--- config.mk ---
export PLATFORM = sky130hd
export DESIGN_NAME = meter_readout_frame_deframer
export DESIGN_NICKNAME = d
export VERILOG_FILES = /design/src/mrfd_pkg.sv /design/src/mrfd_step.sv /design/src/meter_readout_frame_deframer.sv
export VERILOG_INCLUDE_DIRS = /design/src /design/src/src
export SDC_FILE = /design/constraint.sdc
export NUM_CORES = 1
export LEC_CHECK = 0
export ABC_AREA = 1
export BUFFER_PORTS_ARGS = -buffer_cell sky130_fd_sc_hd__clkbuf_2
export CORE_MARGIN = 5
export CORE_UTILIZATION = 45
export CTS_BUF_LIST = sky130_fd_sc_hd__clkbuf_8
export CTS_CLUSTER_SIZE = 25
export DETAILED_ROUTE_END_ITERATION = 8
export HOLD_SLACK_MARGIN = 0.03
export PLACE_DENSITY = 0.62
export SLEW_MARGIN = 20
export SYNTH_ARGS = -nofsm -noshare
export SYNTH_HDL_FRONTEND = slang
export SYNTH_SLANG_ARGS = --single-unit
--- constraint.sdc ---
create_clock -name clk_i -period 5.05 [get_ports clk_i]
set_input_delay 0.2525 -clock clk_i [delete_from_list [all_inputs] [get_ports clk_i]]
set_output_delay 0.2525 -clock clk_i [all_outputs]
set_load 0.01 [all_outputs]
--- src/meter_readout_frame_deframer_assert.svh ---
// Assertion macros for the meter readout frame deframer RTL.
`ifndef METER_READOUT_FRAME_DEFRAMER_ASSERT_SVH
`define METER_READOUT_FRAME_DEFRAMER_ASSERT_SVH

// Same-cycle implication, checked outside reset.
`define MRFD_ASSERT_NOW(label, clk, rst_n, ante, cons) \
  label: assert property (@(posedge clk) disable iff (!rst_n) (ante) |-> (cons)) \
    else $error("frame deframer check failed");

// Next-cycle implication, checked outside reset.
`define MRFD_ASSERT_NEXT(label, clk, rst_n, ante, cons) \
  label: assert property (@(posedge clk) disable iff (!rst_n) (ante) |=> (cons)) \
    else $error("frame deframer check failed");

`endif

--- src/mrfd_pkg.sv ---
// Types and character constants for the meter readout frame deframer.
package mrfd_pkg;

  localparam logic [6:0] CH_STX   = 7'h02;
  localparam logic [6:0] CH_ETX   = 7'h03;
  localparam logic [6:0] CH_LF    = 7'h0A;
  localparam logic [6:0] CH_BANG  = 7'h21;
  localparam logic [6:0] CH_SLASH = 7'h2F;
  localparam logic [6:0] BYTE_MASK = 7'h7F;

  localparam logic [15:0] COUNT_MAX = 16'hFFFF;

  typedef enum logic [1:0] {
    ST_NONE     = 2'd0,
    ST_COMPLETE = 2'd1,
    ST_MISMATCH = 2'd2
  } status_e;

  // Frame tracking state other than the fill count.
  typedef struct packed {
    logic        capturing;
    logic        seen_stx;
    logic        await_check;
    logic        seen_end;
    logic [6:0]  running_check;
    logic        began_slash;
    logic        ident;
    logic [15:0] mismatch_count;
  } state_t;

  // One result item.
  typedef struct packed {
    status_e     status;
    logic [10:0] frame_length;
    logic        check_present;
    logic        check_ok;
    logic        byte_taken;
    logic [6:0]  taken_byte;
    logic [9:0]  taken_index;
    logic        ident_ready;
    logic [15:0] check_errors;
  } result_t;

endpackage

--- src/mrfd_step.sv ---
// Per-byte frame tracking: next state and result for one received byte.
module mrfd_step #(
  parameter int MAX_FRAME = 1024,
  parameter int FillW     = $clog2(MAX_FRAME + 1)
) (
  input  logic [7:0]        rx_byte_i,
  input  mrfd_pkg::state_t  cur_i,
  input  logic [FillW-1:0]  fill_i,
  output mrfd_pkg::state_t  nxt_o,
  output logic [FillW-1:0]  fill_o,
  output mrfd_pkg::result_t res_o
);
  import mrfd_pkg::*;

  localparam logic [FillW-1:0] MaxFill = FillW'(MAX_FRAME);
  localparam logic [FillW-1:0] OneFill = FillW'(1);

  logic [6:0] v;
  logic       ok;
  logic       go;

  assign v  = rx_byte_i[6:0] & BYTE_MASK;
  assign ok = (v == cur_i.running_check);

  always_comb begin
    nxt_o  = cur_i;
    fill_o = fill_i;
    res_o  = '0;
    go     = 1'b0;
    if (cur_i.await_check) begin
      // This byte is the block check character: it closes the frame.
      if (!ok && cur_i.mismatch_count != COUNT_MAX) begin
        nxt_o.mismatch_count = cur_i.mismatch_count + 16'd1;
      end
      res_o.status        = ok ? ST_COMPLETE : ST_MISMATCH;
      res_o.frame_length  = 11'(fill_i);
      res_o.check_present = 1'b1;
      res_o.check_ok      = ok;
      fill_o              = '0;
      nxt_o.capturing     = 1'b0;
      nxt_o.seen_stx      = 1'b0;
      nxt_o.await_check   = 1'b0;
      nxt_o.seen_end      = 1'b0;
      nxt_o.running_check = '0;
      nxt_o.began_slash   = 1'b0;
    end else begin
      go = 1'b1;
      if (!cur_i.capturing) begin
        if (v != CH_SLASH && v != CH_STX) begin
          go = 1'b0;
        end else begin
          nxt_o.capturing = 1'b1;
        end
      end
      if (go && fill_i >= MaxFill) begin
        // Frame overflow: drop the byte and abandon the frame.
        go                  = 1'b0;
        fill_o              = '0;
        nxt_o.capturing     = 1'b0;
        nxt_o.seen_stx      = 1'b0;
        nxt_o.await_check   = 1'b0;
        nxt_o.seen_end      = 1'b0;
        nxt_o.running_check = '0;
        nxt_o.began_slash   = 1'b0;
      end
      if (go) begin
        if (fill_i == '0) begin
          nxt_o.began_slash = (v == CH_SLASH);
        end
        res_o.byte_taken  = 1'b1;
        res_o.taken_byte  = v;
        res_o.taken_index = 10'(fill_i);
        fill_o            = fill_i + OneFill;
        if (v == CH_STX) begin
          nxt_o.seen_stx      = 1'b1;
          nxt_o.running_check = '0;
        end else if (cur_i.seen_stx) begin
          nxt_o.running_check = cur_i.running_check ^ v;
        end
        if (v == CH_BANG) begin
          nxt_o.seen_end = 1'b1;
        end
        if (v == CH_LF && fill_o > OneFill && nxt_o.began_slash && !nxt_o.seen_end) begin
          nxt_o.ident = 1'b1;
        end
        if (v == CH_ETX && nxt_o.seen_stx) begin
          nxt_o.await_check = 1'b1;
        end else if (v == CH_LF && nxt_o.seen_end && !nxt_o.seen_stx) begin
          // Frame without a block check ends on line feed after '!'.
          res_o.status        = ST_COMPLETE;
          res_o.frame_length  = 11'(fill_o);
          res_o.check_present = 1'b0;
          res_o.check_ok      = 1'b1;
          fill_o              = '0;
          nxt_o.capturing     = 1'b0;
          nxt_o.seen_stx      = 1'b0;
          nxt_o.await_check   = 1'b0;
          nxt_o.seen_end      = 1'b0;
          nxt_o.running_check = '0;
          nxt_o.began_slash   = 1'b0;
        end
      end
    end
    res_o.ident_ready  = nxt_o.ident;
    res_o.check_errors = nxt_o.mismatch_count;
  end

endmodule

--- src/meter_readout_frame_deframer.sv ---
// Top level of the meter readout frame deframer: request registers and frame state.
//
// The deframer takes one received byte per request, keeps its low seven bits,
// and tracks a meter readout frame that opens on '/' or STX. Every request
// yields exactly one result: each stored byte comes out with its index so a
// frame memory downstream can hold it, and the closing byte reports the frame
// length and whether the block check matched. The block check is the XOR of
// every byte after STX through ETX; the byte after ETX is compared with it and
// is not stored. A frame without STX ends on line feed once '!' was seen. A
// byte that arrives when MAX_FRAME bytes are already held abandons the frame
// and is dropped. The identification flag is sticky until reset, and the
// mismatch counter saturates at 65535. Throughput is one request per clock
// while the input does not stall: the byte is registered on entry, one short
// pass of logic updates the frame state, and the result register holds it.
// The input stalls only while the result register is full and stalled.
module meter_readout_frame_deframer #(
  parameter int MAX_FRAME = 1024
) (
  input  logic        clk_i,
  input  logic        rst_ni,
  input  logic        in_valid_i,
  output logic        in_stall_o,
  input  logic [7:0]  rx_byte_i,
  output logic        out_valid_o,
  input  logic        out_stall_i,
  output logic [1:0]  status_o,
  output logic [10:0] frame_length_o,
  output logic        check_present_o,
  output logic        check_ok_o,
  output logic        byte_taken_o,
  output logic [6:0]  taken_byte_o,
  output logic [9:0]  taken_index_o,
  output logic        ident_ready_o,
  output logic [15:0] check_errors_o
);
  import mrfd_pkg::*;

`include "meter_readout_frame_deframer_assert.svh"

  localparam int FillW = $clog2(MAX_FRAME + 1);
  localparam logic [FillW-1:0] MaxFill = FillW'(MAX_FRAME);

  // Input register.
  logic       in_valid_q;
  logic [7:0] in_byte_q;

  // Frame state.
  state_t           st_q, st_d;
  logic [FillW-1:0] fill_q, fill_d;

  // Result register.
  logic    out_valid_q;
  result_t res_q, res_d;

  logic out_adv;  // result register can take a new result this cycle
  logic proc;     // the registered byte moves into the result register
  logic in_acc;

  assign out_adv    = !out_valid_q || !out_stall_i;
  assign proc       = in_valid_q && out_adv;
  assign in_stall_o = in_valid_q && !out_adv;
  assign in_acc     = in_valid_i && !in_stall_o;

  mrfd_step #(
    .MAX_FRAME(MAX_FRAME),
    .FillW    (FillW)
  ) u_step (
    .rx_byte_i(in_byte_q),
    .cur_i    (st_q),
    .fill_i   (fill_q),
    .nxt_o    (st_d),
    .fill_o   (fill_d),
    .res_o    (res_d)
  );

  always_ff @(posedge clk_i or negedge rst_ni) begin
    if (!rst_ni) begin
      in_valid_q  <= 1'b0;
      out_valid_q <= 1'b0;
      st_q        <= '0;
      fill_q      <= '0;
    end else begin
      if (!in_stall_o) begin
        in_valid_q <= in_valid_i;
      end
      if (out_adv) begin
        out_valid_q <= in_valid_q;
      end
      if (proc) begin
        st_q   <= st_d;
        fill_q <= fill_d;
      end
    end
  end

  // Payload registers carry no reset.
  always_ff @(posedge clk_i) begin
    if (in_acc) begin
      in_byte_q <= rx_byte_i;
    end
    if (proc) begin
      res_q <= res_d;
    end
  end

  assign out_valid_o     = out_valid_q;
  assign status_o        = res_q.status;
  assign frame_length_o  = res_q.frame_length;
  assign check_present_o = res_q.check_present;
  assign check_ok_o      = res_q.check_ok;
  assign byte_taken_o    = res_q.byte_taken;
  assign taken_byte_o    = res_q.taken_byte;
  assign taken_index_o   = res_q.taken_index;
  assign ident_ready_o   = res_q.ident_ready;
  assign check_errors_o  = res_q.check_errors;

  // A mismatch result always comes from the unstored block check byte.
  `MRFD_ASSERT_NOW(a_mismatch_shape, clk_i, rst_ni, out_valid_q && res_q.status == ST_MISMATCH, !res_q.byte_taken && res_q.check_present && !res_q.check_ok)
  // The fill count never runs past the frame capacity.
  `MRFD_ASSERT_NOW(a_fill_bound, clk_i, rst_ni, 1'b1, fill_q <= MaxFill)
  // The identification flag only clears on reset.
  `MRFD_ASSERT_NEXT(a_ident_sticky, clk_i, rst_ni, st_q.ident, st_q.ident)
  // The mismatch counter never goes down.
  `MRFD_ASSERT_NEXT(a_count_monotonic, clk_i, rst_ni, 1'b1, st_q.mismatch_count >= $past(st_q.mismatch_count))

endmodule
==> impl_metrics.xml, run 1 <==
<?xml version="1.0" encoding="UTF-8"?>
<metrics>
  <group name="critical_path">
    <metric name="end_kind" unit="">flip-flop</metric>
    <metric name="crit_path_max_fanout" unit="">46</metric>
    <metric name="slowest_stage" unit="">sky130_fd_sc_hd__nor2_4</metric>
    <metric name="crit_type" unit="">flip-flop to flip-flop</metric>
    <metric name="timing.critical_path.cells" unit="">nand2_1 &gt; inv_1 &gt; nor2_4 &gt; buf_4 &gt; o21ai_0 &gt; buf_4 &gt; nand3b_1 &gt; nand2_1</metric>
    <metric name="depth_of_the_most_critical_reg_to_reg_path" unit="">8</metric>
    <metric name="crit_path_max_incr_delay" unit="ns">0.63</metric>
    <metric name="crit_path_start_kind" unit="">flip-flop</metric>
    <metric name="required" unit="ns">5.36</metric>
    <metric name="worst-endpoint-arrival" unit="ns">2.91</metric>
  </group>
  <group name="placement">
    <metric name="port-buffer-count" unit="">62</metric>
    <metric name="gp_congestion" unit="">0.893</metric>
    <metric name="hpwl" unit="mm">7.84</metric>
    <metric name="postPlaceCellArea" unit="sq um">5520</metric>
  </group>
  <group name="sta">
    <metric name="setup-violations-final" unit="">0</metric>
    <metric name="timing.max_slew.rel_slack" unit="%">44.6</metric>
    <metric name="clock-skew-final" unit="ns">0.0157</metric>
    <metric name="finalCriticalPeriod" unit="ns">2.59</metric>
    <metric name="holdWs" unit="ns">0.0634</metric>
    <metric name="slew_viol_final" unit="">0</metric>
    <metric name="rsz0062_at_grt" unit="">no</metric>
    <metric name="period_share" unit="%">51.4</metric>
    <metric name="achievable-frequency" unit="GHz">0.385</metric>
    <metric name="final-hold-violation-count" unit="">0</metric>
    <metric name="worst_slew_pin_slew" unit="ns">0.829</metric>
    <metric name="timing.setup.tns" unit="ns">0</metric>
  </group>
  <group name="synthesis">
    <metric name="yosys.area.top_type" unit="">sky130_fd_sc_hd__edfxtp_1</metric>
    <metric name="synth.lib_cells_used.distinct" unit="">34</metric>
    <metric name="asyncSetResetFlopFracSynth" unit="%">42.9</metric>
    <metric name="avgSynthCellArea" unit="sq um">8.39</metric>
    <metric name="compound_gate_fraction_of_synth_area" unit="%">6.39</metric>
    <metric name="yosysMostFrequentCell" unit="">sky130_fd_sc_hd__nand2_1</metric>
    <metric name="mappedNetlistNets" unit="">622</metric>
    <metric name="synth.top_cells.by_area" unit="">sky130_fd_sc_hd__edfxtp_1 33%, sky130_fd_sc_hd__dfrtp_1 21%, sky130_fd_sc_hd__nand2_1 16%</metric>
    <metric name="yosysWarningCount" unit="">0</metric>
    <metric name="synth_enable_flop_cells" unit="">56</metric>
    <metric name="seq_area_frac_synth" unit="%">53.6</metric>
    <metric name="post-synth-top-area-fraction" unit="%">33.0</metric>
    <metric name="synthesis.area" unit="sq um">5090</metric>
    <metric name="synth.cells.most_frequent" unit="">222 x sky130_fd_sc_hd__nand2_1, 67 x sky130_fd_sc_hd__nor2_1, 56 x sky130_fd_sc_hd__edfxtp_1, 52 x sky130_fd_sc_hd__inv_1, 42 x sky130_fd_sc_hd__dfrtp_1</metric>
    <metric name="post_synth_inst_count" unit="">607</metric>
    <metric name="yosys_most_used_dff" unit="">sky130_fd_sc_hd__edfxtp_1</metric>
    <metric name="yosys.area_share.xor_xnor" unit="%">1.72</metric>
    <metric name="yosys.area_share.adder" unit="%">0.737</metric>
    <metric name="synth_simple_gate_area_share" unit="%">31.6</metric>
    <metric name="ff_latch_count_synth" unit="">98</metric>
    <metric name="synth_mux_area_share" unit="%">0</metric>
    <metric name="synth_top_family_by_area" unit="">simple AND/OR/NAND/NOR gates</metric>
  </group>
  <group name="routing">
    <metric name="dr.first_iter.drc_count" unit="">231</metric>
    <metric name="ant_nets" unit="">0</metric>
    <metric name="dr_total_vias" unit="">4112</metric>
    <metric name="drt_pass1_iterations" unit="">5</metric>
    <metric name="vias_per_cell" unit="">5.05</metric>
    <metric name="drc_errors" unit="">0</metric>
    <metric name="detail_route.wirelength" unit="mm">11.4</metric>
    <metric name="detail_route.wl_per_cell" unit="um">14.0</metric>
  </group>
  <group name="power_and_ir_drop">
    <metric name="total_power" unit="uW">2050</metric>
    <metric name="p_int" unit="uW">1360</metric>
    <metric name="power_frac_clock" unit="%">25.3</metric>
    <metric name="switchingPower" unit="uW">694</metric>
    <metric name="share_of_power_burned_in_registers" unit="%">50.6</metric>
    <metric name="swShare" unit="%">33.9</metric>
    <metric name="power.combinational.fraction" unit="%">24.1</metric>
    <metric name="power-per-cell-area" unit="nW/um^2">358</metric>
    <metric name="ir_drop_worst_case_vdd" unit="V">0.000183</metric>
    <metric name="leakage" unit="uW">0.00255</metric>
  </group>
  <group name="global_routing">
    <metric name="grt_pass1_vias" unit="">4029</metric>
    <metric name="grt_remaining_overflow" unit="">0</metric>
    <metric name="antenna_found_initial" unit="">0</metric>
    <metric name="grt_max_degree" unit="">47</metric>
    <metric name="grt_usage" unit="%">17.9</metric>
    <metric name="first_pass_grt_wire_length" unit="mm">19.2</metric>
  </group>
  <group name="layout">
    <metric name="fill_cells" unit="">1047</metric>
    <metric name="multi_input_area" unit="sq um">2070</metric>
    <metric name="final_layout_size_suffix_gt1_share" unit="%">15.6</metric>
    <metric name="sequential_cell_area" unit="sq um">2730</metric>
    <metric name="syn2layout_area_growth" unit="%">12.5</metric>
    <metric name="antennaDiodeCount" unit="">0</metric>
    <metric name="finalInstanceArea" unit="sq um">5730</metric>
    <metric name="design.final.nets" unit="">684</metric>
  </group>
  <group name="cts">
    <metric name="clkLatencyLatePin" unit="ns">0.37</metric>
    <metric name="cts-resized-gates" unit="">0</metric>
    <metric name="cts.path.max_buffers" unit="">2</metric>
    <metric name="max_h_tree_level" unit="">3</metric>
    <metric name="tritoncts.num_buffers" unit="">9</metric>
    <metric name="clock_tree_from_tritoncts" unit="">built</metric>
    <metric name="cts.root.buffer_cell" unit="">sky130_fd_sc_hd__clkbuf_8</metric>
    <metric name="clkSinkCount" unit="">98</metric>
    <metric name="clk_pin_slew_worst_paths" unit="ns">0.10</metric>
  </group>
  <group name="floorplan">
    <metric name="fp.dieArea" unit="sq um">13600</metric>
    <metric name="rows" unit="">38</metric>
    <metric name="floorplan.die.width" unit="um">116</metric>
    <metric name="design.portCount" unit="">64</metric>
    <metric name="coreArea" unit="sq um">11000</metric>
    <metric name="start_util" unit="%">46.4</metric>
    <metric name="die_y" unit="um">116</metric>
  </group>
  <group name="run">
    <metric name="cap_violations" unit="">0</metric>
  </group>
  <group name="outcome">
    <metric name="outcome" unit="">finished clean</metric>
  </group>
  <group name="worst_hold_path">
    <metric name="hold_path_depth" unit="">1</metric>
    <metric name="hold_class" unit="">primary input to flip-flop</metric>
  </group>
</metrics>
logic make-up after synthesis:
family          Yosys count
simple gates            373
buf+inv                  71
fa+ha+maj                 3
flops                    98
xor+xnor                 10
compound gates           52
sequential cells by signal, summed over array words and instances, names as in the netlist:
signal and count:
st_q 29, ident_ready_o 1, check_errors_o 16, in_byte_q 7
frame_length_o 11, status_o 1, fill_q 11, check_present_o 1
byte_taken_o 1, taken_index_o 10, in_valid_q 1, out_valid_o 1
check_ok_o 1, taken_byte_o 7
per-stage QoR:
stage,setup WS [ns],utilization (%),std cells
floorplan,2.26,-,607
global placement,2.57,50.3,797
detailed placement,2.49,50.3,797
CTS,2.42,52.2,814
global route,2.20,52.2,814
finish,2.46,52.2,814
worst max-delay path, delay by kind of cell (launching register included):
family | cells | cell delay [ns]
AO/OA/AOI/OAI | 1 | 0.17
AND/OR/NAND/NOR | 4 | 1.01
buffers and inverters | 3 | 0.91
flip-flops | 1 | 0.40
power by group through the flow:
| stage | Combinational (uW) | Sequential, uW | Clock, uW |
|---|---|---|---|
| floorplan | 349 | 1060 | 0 |
| global placement | 491 | 1050 | 0 |
| detailed placement | 497 | 1050 | 0 |
| CTS | 500 | 1040 | 534 |
| global route | 560 | 1050 | 567 |
| finish | 495 | 1040 | 518 |
metal layers:
| layer | vias to the layer above | global-route usage [%] | wire length (um) |
|---|---|---|---|
| li1 | 2092 | - | - |
| met1 | 1903 | 24.3 | 5280 |
| met2 | 109 | 29.6 | 5380 |
| met3 | 8 | 3.32 | 638 |
| met4 | 0 | 4.87 | 78 |
| met5 | - | 0 | 0 |
what timing repair did:
| action | in CTS | in global routing |
|---|---|---|
| endpoints found under the hold margin | 42 | 0 |
| endpoints found under the setup margin | 0 | 0 |
| hold buffers | 1 | 0 |
| buffers inserted | 0 | 0 |
cells in the final DEF (no fill, tap or decap), types with 2 or more instances in the layout:
cell type | synthesis | layout
sky130_fd_sc_hd__o21bai_1 | 4 | 4
sky130_fd_sc_hd__a21oi_1 | 13 | 13
sky130_fd_sc_hd__nor2_2 | 2 | 2
sky130_fd_sc_hd__nand2_4 | 4 | 4
sky130_fd_sc_hd__clkbuf_8 | 0 | 9
sky130_fd_sc_hd__nand2_1 | 222 | 222
sky130_fd_sc_hd__nand4_1 | 8 | 8
sky130_fd_sc_hd__buf_4 | 1 | 3
sky130_fd_sc_hd__nand3_1 | 40 | 40
sky130_fd_sc_hd__dfrtp_1 | 42 | 42
sky130_fd_sc_hd__edfxtp_1 | 56 | 56
sky130_fd_sc_hd__o22ai_2 | 5 | 5
sky130_fd_sc_hd__inv_1 | 52 | 52
sky130_fd_sc_hd__nand2_2 | 4 | 4
sky130_fd_sc_hd__xnor2_1 | 5 | 5
sky130_fd_sc_hd__nor2_1 | 67 | 66
sky130_fd_sc_hd__o21ai_0 | 26 | 26
sky130_fd_sc_hd__nand3b_1 | 10 | 10
sky130_fd_sc_hd__nor3_1 | 8 | 8
sky130_fd_sc_hd__inv_2 | 3 | 3
sky130_fd_sc_hd__and2_1 | 5 | 5
sky130_fd_sc_hd__inv_6 | 0 | 3
sky130_fd_sc_hd__xor2_1 | 5 | 5
sky130_fd_sc_hd__clkbuf_2 | 0 | 62
sky130_fd_sc_hd__ha_1 | 3 | 3
cell type report:
type / count / share of cell area (%)
inverter: 56 / 3.71
clock inverter: 7 / 1.29
sequential: 98 / 47.7
multi-input combinational: 438 / 36.1
timing repair buffer: 66 / 5.98
clock buffer: 9 / 2.16
tap: 140 / 3.06
final timing paths:
path	slack, ns	endpoint	start
hold reg to reg	0.48	st_q[16]	st_q[16]
setup reg to reg	2.46	fill_q[6]	out_valid_o
max in group asynchronous	4.13	st_q[18]	rst_ni
setup / recovery	2.46	fill_q[6]	out_valid_o
min in group asynchronous	0.51	st_q[13]	rst_ni
hold / removal	0.06	in_byte_q[3]	rx_byte_i[3]
Power figures use the tool's default switching activity.
==> run 2: changes to the inputs <==
==> constraint.sdc (replaced) <==
create_clock -name clk_i -period 2.4 [get_ports clk_i]
set_input_delay 0.12 -clock clk_i [delete_from_list [all_inputs] [get_ports clk_i]]
set_output_delay 0.12 -clock clk_i [all_outputs]
set_load 0.01 [all_outputs]
==> run 2 against run 1 <==
Fmax is 21% higher. Die area stayed put. Combinational power is 120% higher. Register-to-register slack worse by 2.2 ns. Critical path type unchanged.
==> impl_metrics.xml, run 2 (synthesis results as in run 1) <==
<?xml version="1.0" encoding="UTF-8"?>
<metrics>
  <group name="cts">
    <metric name="clkSinkCount" unit="">98</metric>
    <metric name="clkLatencyLatePin" unit="ns">0.38</metric>
    <metric name="clock_tree_from_tritoncts" unit="">built</metric>
    <metric name="clk_pin_slew_worst_paths" unit="ns">0.11</metric>
    <metric name="cts.path.max_buffers" unit="">2</metric>
    <metric name="postCtsSetupRepairBufs" unit="">0</metric>
    <metric name="max_h_tree_level" unit="">3</metric>
    <metric name="cts.root.buffer_cell" unit="">sky130_fd_sc_hd__clkbuf_8</metric>
    <metric name="tritoncts.num_buffers" unit="">9</metric>
  </group>
  <group name="floorplan">
    <metric name="fp.dieArea" unit="sq um">13600</metric>
    <metric name="floorplan.die.width" unit="um">116</metric>
    <metric name="rows" unit="">38</metric>
    <metric name="design.portCount" unit="">64</metric>
    <metric name="die_y" unit="um">116</metric>
    <metric name="start_util" unit="%">46.4</metric>
    <metric name="coreArea" unit="sq um">11000</metric>
  </group>
  <group name="worst_hold_path">
    <metric name="hold_class" unit="">primary input to async pin</metric>
  </group>
  <group name="sta">
    <metric name="timing.max_slew.rel_slack" unit="%">55.4</metric>
    <metric name="rsz0062_at_grt" unit="">no</metric>
    <metric name="holdWs" unit="ns">0.193</metric>
    <metric name="finalCriticalPeriod" unit="ns">2.14</metric>
    <metric name="setup-violations-final" unit="">0</metric>
    <metric name="worst_slew_pin_slew" unit="ns">0.669</metric>
    <metric name="clock-skew-final" unit="ns">0.00942</metric>
    <metric name="achievable-frequency" unit="GHz">0.468</metric>
    <metric name="final-hold-violation-count" unit="">0</metric>
    <metric name="period_share" unit="%">89.0</metric>
    <metric name="slew_viol_final" unit="">0</metric>
    <metric name="timing.setup.tns" unit="ns">0</metric>
  </group>
  <group name="critical_path">
    <metric name="timing.critical_path.mode_cell" unit="">sky130_fd_sc_hd__nand2_1</metric>
    <metric name="reg2reg_from" unit="">in_byte_q[0]</metric>
    <metric name="timing.critical_path.cells" unit="">inv_1 &gt; nand2_1 &gt; nor3_1 &gt; inv_1 &gt; a21oi_4 &gt; nand2_4 &gt; nand2_2 &gt; nand2_2 &gt; nand2_1 &gt; nand2_1</metric>
    <metric name="crit_path_start_kind" unit="">flip-flop</metric>
    <metric name="crit_type" unit="">flip-flop to flip-flop</metric>
    <metric name="crit_path_max_incr_delay" unit="ns">0.44</metric>
    <metric name="slowest_stage" unit="">sky130_fd_sc_hd__edfxtp_1</metric>
    <metric name="required" unit="ns">2.68</metric>
    <metric name="setup.worst_path.start" unit="">in_byte_q[0]</metric>
    <metric name="crit_path_max_fanout" unit="">19</metric>
    <metric name="worst-endpoint-arrival" unit="ns">2.42</metric>
    <metric name="end_kind" unit="">flip-flop</metric>
  </group>
  <group name="power_and_ir_drop">
    <metric name="share_of_power_burned_in_registers" unit="%">49.5</metric>
    <metric name="ir_drop_worst_case_vdd" unit="V">0.000379</metric>
    <metric name="p_int" unit="uW">2880</metric>
    <metric name="switchingPower" unit="uW">1520</metric>
    <metric name="power-per-cell-area" unit="nW/um^2">747</metric>
    <metric name="power.combinational.fraction" unit="%">24.3</metric>
    <metric name="leakage" unit="uW">0.00262</metric>
    <metric name="swShare" unit="%">34.5</metric>
    <metric name="power_frac_clock" unit="%">26.2</metric>
  </group>
  <group name="global_routing">
    <metric name="grt_max_degree" unit="">54</metric>
    <metric name="grt_usage" unit="%">18.3</metric>
    <metric name="first_pass_grt_wire_length" unit="mm">19.6</metric>
    <metric name="grt_remaining_overflow" unit="">0</metric>
    <metric name="antenna_found_initial" unit="">0</metric>
    <metric name="grt_pass1_vias" unit="">4079</metric>
  </group>
  <group name="layout">
    <metric name="design.final.nets" unit="">700</metric>
    <metric name="registers.top_by_ff_count" unit="">st_q</metric>
    <metric name="largest_register_ffs" unit="">29</metric>
    <metric name="final_layout_size_suffix_gt1_share" unit="%">16.5</metric>
    <metric name="syn2layout_area_growth" unit="%">15.6</metric>
    <metric name="most-common-layout-cells" unit="">222 x sky130_fd_sc_hd__nand2_1, 66 x sky130_fd_sc_hd__nor2_1, 62 x sky130_fd_sc_hd__clkbuf_2</metric>
    <metric name="antennaDiodeCount" unit="">0</metric>
    <metric name="final_common_cell" unit="">sky130_fd_sc_hd__nand2_1</metric>
    <metric name="fill_cells" unit="">1039</metric>
  </group>
  <group name="run">
    <metric name="cap_violations" unit="">0</metric>
  </group>
  <group name="routing">
    <metric name="dr_total_vias" unit="">4224</metric>
    <metric name="detail_route.wirelength" unit="mm">11.5</metric>
    <metric name="dr.first_iter.drc_count" unit="">196</metric>
    <metric name="drt_pass1_iterations" unit="">5</metric>
    <metric name="ant_nets" unit="">0</metric>
    <metric name="vias_per_cell" unit="">5.09</metric>
    <metric name="detail_route.wl_per_cell" unit="um">13.9</metric>
    <metric name="drc_errors" unit="">0</metric>
  </group>
  <group name="placement">
    <metric name="port-buffer-count" unit="">62</metric>
    <metric name="gp_congestion" unit="">0.930</metric>
    <metric name="hpwl" unit="mm">7.99</metric>
  </group>
  <group name="outcome">
    <metric name="outcome" unit="">finished clean</metric>
  </group>
</metrics>
## run 2: power groups by stage
| stage | logic, uW | clock network [uW] | registers [uW] |
|---|---|---|---|
| after floorplan | 736 | 0 | 2230 |
| after global placement | 1050 | 0 | 2210 |
| after detailed placement | 1060 | 0 | 2210 |
| after CTS | 1080 | 1180 | 2180 |
| after global routing | 1220 | 1250 | 2200 |
| final | 1070 | 1150 | 2180 |
## run 2: cell type report
cell class	count	area (sq um)	share of cell area [%]
Clock inverter	7	83.8	1.42
Multi-Input combinational cell	438	2070	35.2
Inverter	56	213	3.61
Tap cell	140	175	2.97
Timing Repair Buffer	82	485	8.24
Clock buffer	9	124	2.10
Sequential cell	98	2730	46.4
## run 2: critical path: cells and delay by family (launching register included)
| kind | cells | cell delay (ns) |
|---|---|---|
| AOI/OAI and AO/OA | 1 | 0.24 |
| buffers and inverters | 2 | 0.28 |
| DFF | 1 | 0.44 |
| and+or+nand+nor | 7 | 1.08 |
## run 2: timing repair
item | CTS | global route
hold buffers | 10 | 0
gates resized for setup | 0 | 1
endpoints found under the setup margin | 0 | 1
endpoints found under the hold margin | 23 | 0
## run 2: metrics by stage
stage	cell area (sq um)	std cells	total power (uW)	utilization, %	setup WS [ns]
3_3_place_gp	5580	804	3250	50.8	0.264
3_5_place_dp	5580	804	3270	50.8	0.251
2_1_floorplan	5100	607	2970	-	0.313
6_report	5890	830	4400	53.6	0.264
5_1_grt	5890	830	4670	53.6	0.000922
4_1_cts	5880	830	4440	53.6	0.227
## run 2: path summary, 6_finish.rpt
kind	endpoint	slack (ns)	cells past startpoint
setup / recovery	st_q[19]	0.26	10
hold / removal	st_q[9]	0.19	2
setup reg to reg	st_q[19]	0.26	10
hold reg to reg	st_q[16]	0.49	1
max in group asynchronous	st_q[25]	1.45	3
min in group clk_i	in_byte_q[6]	0.46	2
## run 2: layer usage
metal	up-vias	GRT usage, %	wire length [um]	share of wire, %
met1	1976	25.6	5380	47
met2	116	29.3	5360	47
li1	2121	-	-	-
met5	-	0	0	0
met3	11	3.26	648	5.6
met4	0	5.03	130	1.1
==> run 3: changes to the inputs <==
--- a/config.mk
+++ b/config.mk
@@ -9,12 +9,12 @@
 export ABC_AREA = 1
 export BUFFER_PORTS_ARGS = -buffer_cell sky130_fd_sc_hd__clkbuf_2
 export CORE_MARGIN = 5
-export CORE_UTILIZATION = 45
+export CORE_UTILIZATION = 55
 export CTS_BUF_LIST = sky130_fd_sc_hd__clkbuf_8
 export CTS_CLUSTER_SIZE = 25
 export DETAILED_ROUTE_END_ITERATION = 8
 export HOLD_SLACK_MARGIN = 0.03
-export PLACE_DENSITY = 0.62
+export PLACE_DENSITY = 0.74
 export SLEW_MARGIN = 20
 export SYNTH_ARGS = -nofsm -noshare
 export SYNTH_HDL_FRONTEND = slang
==> constraint.sdc (replaced) <==
create_clock -name clk_i -period 2.24 [get_ports clk_i]
set_input_delay 0.112 -clock clk_i [delete_from_list [all_inputs] [get_ports clk_i]]
set_output_delay 0.112 -clock clk_i [all_outputs]
set_load 0.01 [all_outputs]
==> run 3 against run 2 <==
Clock power up 9.6%. Die area down 17%. Clock-buffer cell count unchanged. Critical path depth unchanged. First-iteration DRC count up 19%. Sequential power up 7%. Total power up 8.4%. Fmax up 4.0%. Largest power group unchanged.
==> impl_metrics.xml, run 3 (synthesis results as in run 1) <==
<?xml version="1.0" encoding="UTF-8"?>
<metrics>
  <group name="critical_path">
    <metric name="worst-r2r-setup-slack" unit="ns">0.18</metric>
    <metric name="worst-endpoint-arrival" unit="ns">2.25</metric>
    <metric name="crit_path_end" unit="">frame_length_o[5]</metric>
    <metric name="crit_type" unit="">flip-flop to flip-flop</metric>
    <metric name="setup.worst_path.start" unit="">in_byte_q[6]</metric>
    <metric name="required" unit="ns">2.44</metric>
    <metric name="reg2reg_from" unit="">in_byte_q[6]</metric>
    <metric name="crit_path_max_fanout" unit="">25</metric>
    <metric name="crit_path_start_kind" unit="">flip-flop</metric>
    <metric name="reg2reg_to" unit="">frame_length_o[5]</metric>
    <metric name="depth_of_the_most_critical_reg_to_reg_path" unit="">10</metric>
    <metric name="end_kind" unit="">flip-flop</metric>
  </group>
  <group name="layout">
    <metric name="multi_input_area" unit="sq um">2080</metric>
    <metric name="largest_register_ffs" unit="">29</metric>
    <metric name="final_common_cell" unit="">sky130_fd_sc_hd__nand2_1</metric>
    <metric name="antennaDiodeCount" unit="">0</metric>
    <metric name="sequential_cell_area" unit="sq um">2730</metric>
    <metric name="layout.cells.non_filler" unit="">803</metric>
    <metric name="most-common-layout-cells" unit="">222 x sky130_fd_sc_hd__nand2_1, 65 x sky130_fd_sc_hd__nor2_1, 62 x sky130_fd_sc_hd__clkbuf_2</metric>
    <metric name="design.final.nets" unit="">702</metric>
    <metric name="fill_cells" unit="">775</metric>
    <metric name="syn2layout_area_growth" unit="%">15.8</metric>
    <metric name="registers.top_by_ff_count" unit="">st_q</metric>
    <metric name="final_layout_size_suffix_gt1_share" unit="%">17.1</metric>
  </group>
  <group name="placement">
    <metric name="gp_congestion" unit="">0.923</metric>
    <metric name="port-buffer-count" unit="">62</metric>
    <metric name="dp_slack" unit="ns">0.183</metric>
    <metric name="hpwl" unit="mm">7.95</metric>
    <metric name="placed_cells_incl_taps" unit="">776</metric>
  </group>
  <group name="sta">
    <metric name="achievable-frequency" unit="GHz">0.487</metric>
    <metric name="rsz0062_at_grt" unit="">no</metric>
    <metric name="period_share" unit="%">91.7</metric>
    <metric name="final-hold-violation-count" unit="">0</metric>
    <metric name="finalCriticalPeriod" unit="ns">2.06</metric>
    <metric name="worst_slew_pin_slew" unit="ns">0.495</metric>
    <metric name="timing.setup.tns" unit="ns">0</metric>
    <metric name="setup-violations-final" unit="">0</metric>
    <metric name="clock-skew-final" unit="ns">0.0160</metric>
    <metric name="timing.max_slew.rel_slack" unit="%">67.0</metric>
    <metric name="slew_viol_final" unit="">0</metric>
    <metric name="finalWorstSetupSlack" unit="ns">0.185</metric>
  </group>
  <group name="routing">
    <metric name="vias_per_cell" unit="">5.38</metric>
    <metric name="drt_pass1_iterations" unit="">5</metric>
    <metric name="ant_nets" unit="">0</metric>
    <metric name="detail_route.wirelength" unit="mm">11.6</metric>
    <metric name="dr.first_iter.drc_count" unit="">233</metric>
    <metric name="detail_route.wl_per_cell" unit="um">14.4</metric>
    <metric name="dr_total_vias" unit="">4319</metric>
    <metric name="drc_errors" unit="">0</metric>
  </group>
  <group name="power_and_ir_drop">
    <metric name="leakage" unit="uW">0.00264</metric>
    <metric name="ir_drop_worst_case_vdd" unit="V">0.000724</metric>
    <metric name="power-per-cell-area" unit="nW/um^2">808</metric>
  </group>
  <group name="cts">
    <metric name="max_h_tree_level" unit="">3</metric>
    <metric name="tritoncts.num_buffers" unit="">9</metric>
    <metric name="cts.root.buffer_cell" unit="">sky130_fd_sc_hd__clkbuf_8</metric>
    <metric name="clk_pin_slew_worst_paths" unit="ns">0.10</metric>
    <metric name="clkSinkCount" unit="">98</metric>
    <metric name="cts.path.max_buffers" unit="">2</metric>
    <metric name="clkLatencyLatePin" unit="ns">0.38</metric>
    <metric name="clock_tree_from_tritoncts" unit="">built</metric>
  </group>
  <group name="floorplan">
    <metric name="start_util" unit="%">55.7</metric>
    <metric name="die_y" unit="um">106</metric>
    <metric name="design.portCount" unit="">64</metric>
    <metric name="fp.dieArea" unit="sq um">11300</metric>
    <metric name="rows" unit="">35</metric>
    <metric name="coreArea" unit="sq um">9150</metric>
    <metric name="floorplan.die.width" unit="um">106</metric>
  </group>
  <group name="global_routing">
    <metric name="first_pass_grt_wire_length" unit="mm">19.3</metric>
    <metric name="grt_usage" unit="%">21.3</metric>
    <metric name="antenna_found_initial" unit="">0</metric>
    <metric name="grt_remaining_overflow" unit="">0</metric>
    <metric name="grt_pass1_vias" unit="">4146</metric>
    <metric name="grt_max_degree" unit="">77</metric>
  </group>
  <group name="worst_hold_path">
    <metric name="hold_class" unit="">primary input to async pin</metric>
  </group>
  <group name="outcome">
    <metric name="outcome" unit="">finished clean</metric>
  </group>
  <group name="run">
    <metric name="cap_violations" unit="">0</metric>
  </group>
</metrics>
[run 3: how the worst min path moves through the flow]
stage | slack [ns] | endpoint | depth (start not counted)
global route | 0.20 | st_q[10] | 2
detailed placement | 0.03 | st_q[10] | 1
global placement | 0.03 | st_q[10] | 1
CTS | 0.16 | st_q[10] | 2
floorplan | -0.18 | fill_q[0] | 0
finish | 0.16 | st_q[10] | 2
[run 3: area by class of cell]
cell class              count  area share (%)
clock buffers               9            2.10
clock inverters             7            1.59
inverters                  56            3.61
flip-flops and latches     98            46.3
repair buffers             84            8.70
multi-input cells         438            35.3
well taps                 111            2.35
[run 3: routing by layer]
layer  vias up  track usage (%)  share of wire (%)
met4         0             7.86                1.5
met1      2031             28.4                 45
met2       142             35.1                 48
met3        18             3.34                5.8
met5         -                0                  0
li1       2128                -                  -
[run 3: through the flow]
| step | util [%] | total power, uW | hold WS (ns) | instance area (sq um) |
|---|---|---|---|---|
| 2_1_floorplan | - | 3180 | -0.184 | 5100 |
| 3_3_place_gp | 60.7 | 3480 | 0.0340 | 5560 |
| 3_5_place_dp | 60.7 | 3520 | 0.0346 | 5560 |
| 4_1_cts | 64.2 | 4790 | 0.159 | 5880 |
| 5_1_grt | 64.4 | 5020 | 0.203 | 5900 |
| 6_report | 64.4 | 4770 | 0.156 | 5900 |
[run 3: critical path, cell delays in order (launching register included)]
cell	delay [ns]
sky130_fd_sc_hd__edfxtp_1	0.45
sky130_fd_sc_hd__buf_4	0.17
sky130_fd_sc_hd__nor2_2	0.16
sky130_fd_sc_hd__nand2_1	0.11
sky130_fd_sc_hd__nand3_4	0.15
sky130_fd_sc_hd__nand2_4	0.11
sky130_fd_sc_hd__nor2_8	0.17
sky130_fd_sc_hd__inv_4	0.16
sky130_fd_sc_hd__a21oi_1	0.19
sky130_fd_sc_hd__nand3_1	0.08
sky130_fd_sc_hd__o21ai_0	0.10
[run 3: report_power, final]
part	internal, uW	total, uW	leakage [uW]	switching, uW
Sequential	2170	2330	0.00112	168
Combinational	398	1170	0.00141	773
Clock	629	1260	0.000111	634
[run 3: what timing repair did]
item	in CTS	in global routing
resized for setup	0	5
endpoints found under the setup margin	0	3
setup buffers	0	1
hold endpoints to repair	34	0
hold buffers	10	0
